**config.mk**
```make
export PLATFORM = sky130hd
export DESIGN_NAME = current_profile_sequencer_core
export DESIGN_NICKNAME = d
export VERILOG_FILES = /design/src/hw/rtl/cps_pkg.sv /design/src/hw/rtl/cps_ram.sv /design/src/hw/rtl/current_profile_sequencer_core.sv
export SDC_FILE = /design/constraint.sdc
export NUM_CORES = 2
export LEC_CHECK = 0
export ABC_AREA = 1
export BUFFER_PORTS_ARGS = -buffer_cell sky130_fd_sc_hd__buf_2
export CAP_MARGIN = 20
export CORE_ASPECT_RATIO = 1.2
export CORE_MARGIN = 2
export CORE_UTILIZATION = 57
export CTS_BUF_LIST = sky130_fd_sc_hd__clkbuf_16
export DETAILED_ROUTE_END_ITERATION = 8
export GPL_ROUTABILITY_DRIVEN = 0
export PLACE_DENSITY = 0.76
export SETUP_SLACK_MARGIN = 0.02
export SLEW_MARGIN = 20
export SYNTH_ARGS = -nofsm -noshare
export SYNTH_HDL_FRONTEND = slang
export SYNTH_SLANG_ARGS = --single-unit
```
**constraint.sdc**
```tcl
create_clock -name i_clk -period 6 [get_ports i_clk]
set_input_delay 0.6 -clock i_clk [delete_from_list [all_inputs] [get_ports i_clk]]
set_output_delay 0.6 -clock i_clk [all_outputs]
set_load 0.02 [all_outputs]
```
**src/hw/rtl/cps_pkg.sv**
```systemverilog
// shared types and codes for the current profile sequencer
`timescale 1ns / 1ps

package cps_pkg;

    localparam logic [1:0] CMD_TICK  = 2'd0;
    localparam logic [1:0] CMD_WRITE = 2'd1;
    localparam logic [1:0] CMD_START = 2'd2;
    localparam logic [1:0] CMD_STOP  = 2'd3;

    localparam logic [1:0] OP_HOLD   = 2'd0;
    localparam logic [1:0] OP_RAMP   = 2'd1;
    localparam logic [1:0] OP_REPEAT = 2'd2;

    localparam int DAC_W = 12;

    typedef struct packed {
        logic [1:0]         cmd;
        logic [3:0]         wr_index;
        logic [1:0]         wr_op;
        logic signed [31:0] wr_arg_level;
        logic [31:0]        wr_arg_ticks;
    } t_in;

    typedef struct packed {
        logic [DAC_W-1:0]   dac_code;
        logic signed [31:0] level_ma;
        logic               running;
        logic               dac_written;
    } t_out;

    typedef struct packed {
        logic [1:0]  op;
        logic [31:0] arg;
        logic [31:0] ticks;
    } t_entry;

endpackage

```
**src/hw/rtl/cps_ram.sv**
```systemverilog
// generic single-port-write ram with registered read
`timescale 1ns / 1ps

module cps_ram #(
    parameter int WIDTH = 8,
    parameter int DEPTH = 16
) (
    input  logic                     i_clk,
    input  logic                     i_we,
    input  logic [$clog2(DEPTH)-1:0] i_waddr,
    input  logic [WIDTH-1:0]         i_wdata,
    input  logic                     i_re,
    input  logic [$clog2(DEPTH)-1:0] i_raddr,
    output logic [WIDTH-1:0]         o_rdata
);

    logic [WIDTH-1:0] r_mem [DEPTH];
    logic [WIDTH-1:0] r_rdata;

    always_ff @(posedge i_clk) begin
        if (i_we) begin
            r_mem[i_waddr] <= i_wdata;
        end
        if (i_re) begin
            r_rdata <= r_mem[i_raddr];
        end
    end

    assign o_rdata = r_rdata;

endmodule

```
**src/hw/rtl/current_profile_sequencer_core.sv**
```systemverilog
// top level of the current profile sequencer
`timescale 1ns / 1ps

// Runs a load-current profile from a step table held in one RAM. Each input
// beat has an accept cycle, which for a tick reads the next table entry (a
// write beat stores its entry there), and an update cycle, which updates the
// sequencer state and waits while an earlier result is still pending; the
// result then goes to an output register that can hold one beat while the
// next input is accepted. No beat is accepted during an update cycle, due to
// the registered table read. Entry 0 is also held in a register so start and
// repeat enter it without a second read. The DAC code is derived from the
// level by a constant-reciprocal multiply in the output stage. No clearing pass.
module current_profile_sequencer_core
    import cps_pkg::*;
#(
    parameter int MAX_STEPS = 16,
    parameter int VREF_MV   = 1200
) (
    input  logic       i_clk,
    input  logic       i_rst_n,
    input  logic       i_cfg_we,
    input  logic [4:0] i_cfg_data,
    input  logic       i_in_valid,
    output logic       o_in_stall,
    input  t_in        i_in_data,
    output logic       o_out_valid,
    input  logic       i_out_stall,
    output t_out       o_out_data
);

    localparam int AW = $clog2(MAX_STEPS);
    localparam int PW = $clog2(MAX_STEPS + 1);
    localparam int CW = (PW > 5) ? PW : 5;
    localparam int XW = (AW > 4) ? AW : 4;
    localparam int unsigned DIV = VREF_MV * 20;
    localparam int unsigned SAT = (DIV + 7) / 8;
    localparam int MW = $clog2(SAT + 1);
    localparam int RS = 31;
    localparam logic [32:0] RECIP =
        33'(((64'd1 << (RS + 15)) + 64'(DIV) - 64'd1) / 64'(DIV));

    logic               r_busy;
    t_in                r_item;
    logic               r_pend;
    logic               r_pend_run;
    logic               r_pend_wr;
    logic               r_out_valid;
    t_out               r_out;

    logic [PW-1:0]      r_pos,   n_pos;
    logic [31:0]        r_ticks, n_ticks;
    logic [31:0]        r_reps,  n_reps;
    logic signed [31:0] r_level, n_level;
    logic               r_active, n_active;
    logic [4:0]         r_step_count;
    logic [1:0]         r_cur_op, n_cur_op;
    logic signed [31:0] r_cur_delta, n_cur_delta;
    t_entry             r_e0;
    logic               n_wrote;

    logic               w_accept;
    logic               w_drain;
    logic               w_done;
    logic [XW-1:0]      w_idx;
    logic               w_idx_ok;
    logic               w_we;
    t_entry             w_wdata;
    t_entry             w_rdata;
    logic [PW-1:0]      w_pos_inc;
    logic               w_over;
    logic [31:0]        w_tick_dec;
    logic [31:0]        w_reps_inc;

    logic [MW-1:0]      w_ma;
    logic [MW+32:0]     w_prod;
    logic [MW+32:0]     w_quot;
    logic [DAC_W-1:0]   w_code;

    assign w_accept   = i_in_valid && !r_busy;
    assign w_drain    = r_pend && (!r_out_valid || !i_out_stall);
    assign w_done     = r_busy && (!r_pend || w_drain);
    assign o_in_stall = r_busy;

    assign w_idx    = XW'(i_in_data.wr_index);
    assign w_idx_ok = 32'(i_in_data.wr_index) < 32'(MAX_STEPS);
    assign w_we     = w_accept && (i_in_data.cmd == CMD_WRITE) && w_idx_ok;
    assign w_wdata  = '{op: i_in_data.wr_op, arg: i_in_data.wr_arg_level,
                        ticks: i_in_data.wr_arg_ticks};

    assign w_pos_inc  = r_pos + PW'(1);
    assign w_over     = (CW'(w_pos_inc) >= CW'(r_step_count))
                        || (w_pos_inc >= PW'(MAX_STEPS));
    assign w_tick_dec = r_ticks - 32'd1;
    assign w_reps_inc = r_reps + 32'd1;

    cps_ram #(
        .WIDTH ($bits(t_entry)),
        .DEPTH (MAX_STEPS)
    ) u_table (
        .i_clk   (i_clk),
        .i_we    (w_we),
        .i_waddr (w_idx[AW-1:0]),
        .i_wdata (w_wdata),
        .i_re    (w_accept && (i_in_data.cmd == CMD_TICK)),
        .i_raddr (w_pos_inc[AW-1:0]),
        .o_rdata (w_rdata)
    );

    always_comb begin
        n_pos       = r_pos;
        n_ticks     = r_ticks;
        n_reps      = r_reps;
        n_level     = r_level;
        n_active    = r_active;
        n_cur_op    = r_cur_op;
        n_cur_delta = r_cur_delta;
        n_wrote     = 1'b0;
        unique case (r_item.cmd)
            CMD_TICK: begin
                if (r_active) begin
                    n_ticks = w_tick_dec;
                    if (w_tick_dec != 32'd0) begin
                        if (r_cur_op == OP_RAMP) begin
                            n_level = r_level + r_cur_delta;
                            n_wrote = 1'b1;
                        end
                    end else begin
                        n_pos = w_pos_inc;
                        if (w_over) begin
                            n_active = 1'b0;
                        end else begin
                            n_cur_op    = w_rdata.op;
                            n_cur_delta = w_rdata.arg;
                            case (w_rdata.op)
                                OP_HOLD: begin
                                    n_level = w_rdata.arg;
                                    n_ticks = w_rdata.ticks;
                                    n_wrote = 1'b1;
                                end
                                OP_RAMP: begin
                                    n_level = r_level + w_rdata.arg;
                                    n_ticks = w_rdata.ticks;
                                    n_wrote = 1'b1;
                                end
                                OP_REPEAT: begin
                                    n_reps = w_reps_inc;
                                    if (w_reps_inc == w_rdata.arg) begin
                                        n_active = 1'b0;
                                    end else begin
                                        if (w_rdata.arg == '1) begin
                                            n_reps = 32'd0;
                                        end
                                        n_pos       = '0;
                                        n_level     = r_e0.arg;
                                        n_ticks     = r_e0.ticks;
                                        n_cur_op    = r_e0.op;
                                        n_cur_delta = r_e0.arg;
                                        n_wrote     = 1'b1;
                                    end
                                end
                                default: begin
                                end
                            endcase
                        end
                    end
                end
            end
            CMD_WRITE: begin
                n_active = 1'b0;
            end
            CMD_START: begin
                n_pos       = '0;
                n_reps      = 32'd0;
                n_level     = r_e0.arg;
                n_ticks     = r_e0.ticks;
                n_cur_op    = r_e0.op;
                n_cur_delta = r_e0.arg;
                n_active    = 1'b1;
                n_wrote     = 1'b1;
            end
            CMD_STOP: begin
                n_active = 1'b0;
            end
        endcase
    end

    // level to dac code, exact reciprocal below the clamp point
    assign w_ma   = r_level[MW-1:0];
    assign w_prod = (MW + 33)'(w_ma) * (MW + 33)'(RECIP);
    assign w_quot = w_prod >> RS;

    always_comb begin
        if (r_level[31]) begin
            w_code = '0;
        end else if (r_level[30:0] >= 31'(SAT)) begin
            w_code = '1;
        end else begin
            w_code = w_quot[DAC_W-1:0];
        end
    end

    always_ff @(posedge i_clk) begin
        if (!i_rst_n) begin
            r_busy       <= 1'b0;
            r_pend       <= 1'b0;
            r_out_valid  <= 1'b0;
            r_pos        <= '0;
            r_ticks      <= '0;
            r_reps       <= '0;
            r_level      <= '0;
            r_active     <= 1'b0;
            r_step_count <= 5'd1;
        end else begin
            if (i_cfg_we) begin
                r_step_count <= i_cfg_data;
            end
            if (w_accept) begin
                r_busy <= 1'b1;
            end else if (w_done) begin
                r_busy <= 1'b0;
            end
            if (w_done) begin
                r_pend   <= 1'b1;
                r_pos    <= n_pos;
                r_ticks  <= n_ticks;
                r_reps   <= n_reps;
                r_level  <= n_level;
                r_active <= n_active;
            end else if (w_drain) begin
                r_pend <= 1'b0;
            end
            if (w_drain) begin
                r_out_valid <= 1'b1;
            end else if (!i_out_stall) begin
                r_out_valid <= 1'b0;
            end
        end
    end

    always_ff @(posedge i_clk) begin
        if (w_accept) begin
            r_item <= i_in_data;
        end
        if (w_we && (w_idx == '0)) begin
            r_e0 <= w_wdata;
        end
        if (w_done) begin
            r_cur_op    <= n_cur_op;
            r_cur_delta <= n_cur_delta;
            r_pend_run  <= n_active;
            r_pend_wr   <= n_wrote;
        end
        if (w_drain) begin
            r_out <= '{dac_code: w_code, level_ma: r_level,
                       running: r_pend_run, dac_written: r_pend_wr};
        end
    end

    assign o_out_valid = r_out_valid;
    assign o_out_data  = r_out;

`ifndef ASSERT_OFF
    a_accept_busy: assert property (@(posedge i_clk) disable iff (!i_rst_n)
        w_accept |=> r_busy)
        else $error("accepted beat did not enter the update cycle");

    a_busy_short: assert property (@(posedge i_clk) disable iff (!i_rst_n)
        (r_busy && !r_pend) |=> !r_busy)
        else $error("update cycle held without a pending result");

    a_pos_range: assert property (@(posedge i_clk) disable iff (!i_rst_n)
        r_active |-> (r_pos < PW'(MAX_STEPS)))
        else $error("running sequence beyond the step table");

    a_drain_out: assert property (@(posedge i_clk) disable iff (!i_rst_n)
        w_drain |=> o_out_valid)
        else $error("pending result not presented");
`endif

endmodule

```
==> metrics.md <==
| Metric | Value |
|---|---|
| Status | `completed` |
| Area delta synth->final | `9.85%` |
| Sum Neg Setup Slack | `0 ns` |
| Worst-skew pair later-pin latency | `0.78 ns` |
| DP HPWL | `112 mm` |
| Avg WL per Cell | `22.8 um` |
| Post-route ant nets | `0` |
| Commonest non-fill, non-tap cells in the layout | `edfxtp_1 (1,206), nand2_1 (1,022), nor2_1 (630)` |
| Synthesis Warnings | `0` |
| CP Capture Type | `flip-flop` |
| Top cell family by delay on the critical path | `adder cells` |
| Drc violations | `0` |
| Synthesized flop and latch total | `1,316` |
| Initial drt markers | `6,161` |
| Global-route wire length before repair | `268 mm` |
| Hold WC Path Type | `in2reg` |
| Via count | `47,600` |
| Drt first pass iters | `8` |
| Most common cell after layout, fill and taps aside | `edfxtp_1` |
| RSZ-0062 raised after global routing | `no` |
| Rows | `135` |
| Post_cts resized | `0` |
| Final core utilization | `0.629` |
| Synthesized instance count | `6,064` |
| Fillers | `8,619` |
| Pin count of the biggest net entering global routing | `202` |
| Placed cells | `7,493` |
| Fraction of registers with async set/reset | `0` |
| Post-Synth Simple-Gate Area | `0.142` |
| Number of global-route vias before repair | `46,500` |
| Hold_buf cts | `0` |
| Slew @ Worst Pin | `1.17 ns` |
| Clock Pin Slew Worst Setup and Hold Paths | `0.06 ns` |
| H-tree depth | `4` |
| CTS Sinks | `1,316` |
| Static leakage | `26.0 nW` |
| PD cells | `288 mW/mm^2` |
| Fin nets | `6,484` |
| Post-Layout Cell Count | `7,737` |
| Vias per cell | `6.16` |
| EDFF count, synth | `1,206` |
| Max Cap Viol | `0` |
| Post-synthesis mux area share | `0.0310` |
| Skew final | `0.0305 ns` |
| Final instance area | `0.0709 mm^2` |
| Synth Area per Inst | `10.6 um^2` |
| Chip height | `373 um` |
| Clock Path Buffers | `3` |
| Fin. Hold Viols | `0` |
| Critical path class | `reg2reg` |
| WP data required | `6.51 ns` |
| CP bufs+invs | `5` |
| Core Region | `0.113 mm^2` |
| Synth Area in XOR/XNOR | `0.00556` |
| Total global-route track usage | `0.300` |
| WHS | `0.0561 ns` |
| Initial core utilization | `0.573` |
| Slew Limit Headroom | `0.222` |
| Total die area | `0.116 mm^2` |
| Synthesized net count | `6,429` |
| Startpoint types | `flip-flop` |
| Synth Cell Area | `0.0646 mm^2` |
| Initial antenna violation count | `17` |
| CP Data Arrival Time | `5.62 ns` |
| Distinct cells, synth | `52` |
| Routed wire length | `176 mm` |
| Chip width | `311 um` |
| Peak Freq | `196 MHz` |
| Layout cells sized above 1 | `0.0770` |
| Fin crit period | `5.11 ns` |
| Period utilisation layout | `0.852` |
| Placed Area | `0.0669 mm^2` |
| # IOs | `130` |
| CTS root buffer | `clkbuf_16` |
| CP max stage cell | `fa_1` |
| Register area share after synthesis | `0.595` |
| Largest family of logic cells by synthesized area | `simple AND/OR/NAND/NOR gates` |
| Synth Area in Adders | `0.0661` |
| CP Cell Sequence | `fa_1 -> fa_1 -> inv_1 -> fa_1 -> inv_1 -> fa_1 -> inv_1 -> fa_1 -> inv_1 -> ha_1 -> nand2_1 -> nor2_1 -> nand2_1 -> o21ai_0 -> nand2_1 -> nand3_1 -> nand3_1 -> nand3_1 -> nand2_1 -> o21ai_0 -> inv_1` |
| Critical path fanouts, max | `6` |
| Post-CTS setup buffer count | `0` |
| CP peak stage delay | `0.53 ns` |
| Slew Viols, Final | `0` |
| Gr ovfl total | `0` |
| Top_reg_cell synth | `edfxtp_1` |
| Final setup fails | `0` |
| Port buffer count | `129` |
| TritonCTS clock tree | `done` |
| Synth Area in Compound Gates | `0.114` |
| CTS Buf Count | `130` |
| Peak supply drop | `0.000286 V` |
## report_power, final
part	leakage, nW	internal [mW]	switching [mW]
registers	11.8	10.1	0.0916
clock network	2.05	4.20	3.47
logic	12.1	0.806	1.72
total	26.0	15.1	5.29
## routing by layer
metal	GRT usage	vias up	wire, um
met3	0.0568	542	16600
met1	0.372	22900	65100
li1	-	21700	-
met4	0.157	14	9290
met2	0.502	2532	85000
met5	0	-	86
## cell usage after synthesis, types with 4 or more instances
master | instances | share of area
edfxtp_1 | 1206 | 0.56
nand2_1 | 1024 | 0.060
nor2_1 | 649 | 0.038
o21ai_0 | 542 | 0.042
inv_1 | 481 | 0.028
nand3_1 | 375 | 0.029
a21oi_1 | 348 | 0.027
clkbuf_1 | 230 | 0.013
mux2i_1 | 200 | 0.031
o221ai_1 | 188 | 0.026
ha_1 | 186 | 0.036
dfxtp_1 | 110 | 0.034
fa_1 | 97 | 0.030
o211ai_1 | 62 | 0.0072
nand4_1 | 45 | 0.0044
buf_1 | 32 | 0.0019
xor2_1 | 28 | 0.0038
nor3_1 | 21 | 0.0016
o21bai_1 | 20 | 0.0023
buf_2 | 19 | 0.0015
nor2_2 | 17 | 0.0016
o22ai_1 | 15 | 0.0015
o32ai_1 | 14 | 0.0019
nand3b_1 | 13 | 0.0015
xnor2_1 | 13 | 0.0018
a31oi_1 | 11 | 0.0011
nand2_2 | 11 | 0.0011
nor4_1 | 11 | 0.0011
o21ai_1 | 11 | 0.00085
a21boi_0 | 10 | 0.0012
a21o_1 | 10 | 0.0012
or2_2 | 9 | 0.00087
o21a_1 | 8 | 0.00093
buf_6 | 6 | 0.0010
nand3_2 | 6 | 0.00093
nor2_4 | 6 | 0.0010
inv_2 | 5 | 0.00029
and2_1 | 4 | 0.00039
## worst reg2reg max path, stage by stage (launching register included)
cell and delay, ns:
dfxtp_1 0.45, fa_1 0.53, fa_1 0.52, inv_1 0.06
fa_1 0.53, inv_1 0.06, fa_1 0.53, inv_1 0.06
fa_1 0.53, inv_1 0.04, ha_1 0.30, nand2_1 0.09
nor2_1 0.14, nand2_1 0.06, o21ai_0 0.22, nand2_1 0.09
nand3_1 0.16, nand3_1 0.12, nand3_1 0.10, nand2_1 0.05
o21ai_0 0.15, inv_1 0.06
## area by class of cell
class,instances,area (um^2),share of cell area
sequential,1316,38400,0.542
multi-input combinational,3971,23300,0.329
clock buffer,132,3300,0.0466
tap,1507,1890,0.0266
inverter,489,1850,0.0260
timing repair buffer,211,1440,0.0203
clock inverter,101,649,0.00916
antenna,10,25.0,0.000353
## state kept, by name, indices dropped and copies added (netlist names), 2 cells and up
| name | cells |
|---|---|
| r_reps | 32 |
| r_ticks | 32 |
| r_step_count | 5 |
| u_table.r_mem | 1026 |
| r_cur_delta | 32 |
| r_e0 | 30 |
| r_level | 32 |
| r_cur_op | 2 |
| u_table.o_rdata | 66 |
| r_pos | 5 |
| o_out_data | 46 |
| r_item | 2 |
## cell families (layout without fill, tap and decap cells)
kind of cell / count (synthesis) / in the layout
AOI/OAI and AO/OA: 1251 / 1251
xor gates and xnor gates: 41 / 41
adders and majority gates: 283 / 283
buffers and inverters: 777 / 933
DFF: 1316 / 1316
muxes: 200 / 200
other: 0 / 10
and+or+nand+nor: 2196 / 2196
## path summary, 6_finish.rpt
path	to	depth (start not counted)	startpoint	slack [ns]
hold reg to reg	o_out_data[0]	0	r_pend_wr	0.43
setup / recovery	o_out_data[43]	21	r_level[10]	0.89
setup reg to reg	o_out_data[43]	21	r_level[10]	0.89
hold / removal	r_item[70]	1	i_in_data[70]	0.06
## per-stage QoR
| step | power (mW) | setup slack, ns |
|---|---|---|
| 6_report | 20.4 | 0.891 |
| 5_1_grt | 21.1 | 0.602 |
| 4_1_cts | 20.5 | 0.937 |
| 3_5_place_dp | 12.9 | 0.948 |
| 3_3_place_gp | 12.8 | 0.973 |
| 2_1_floorplan | 12.1 | 0.227 |
Note: power is estimated with default switching activity, not from simulation.
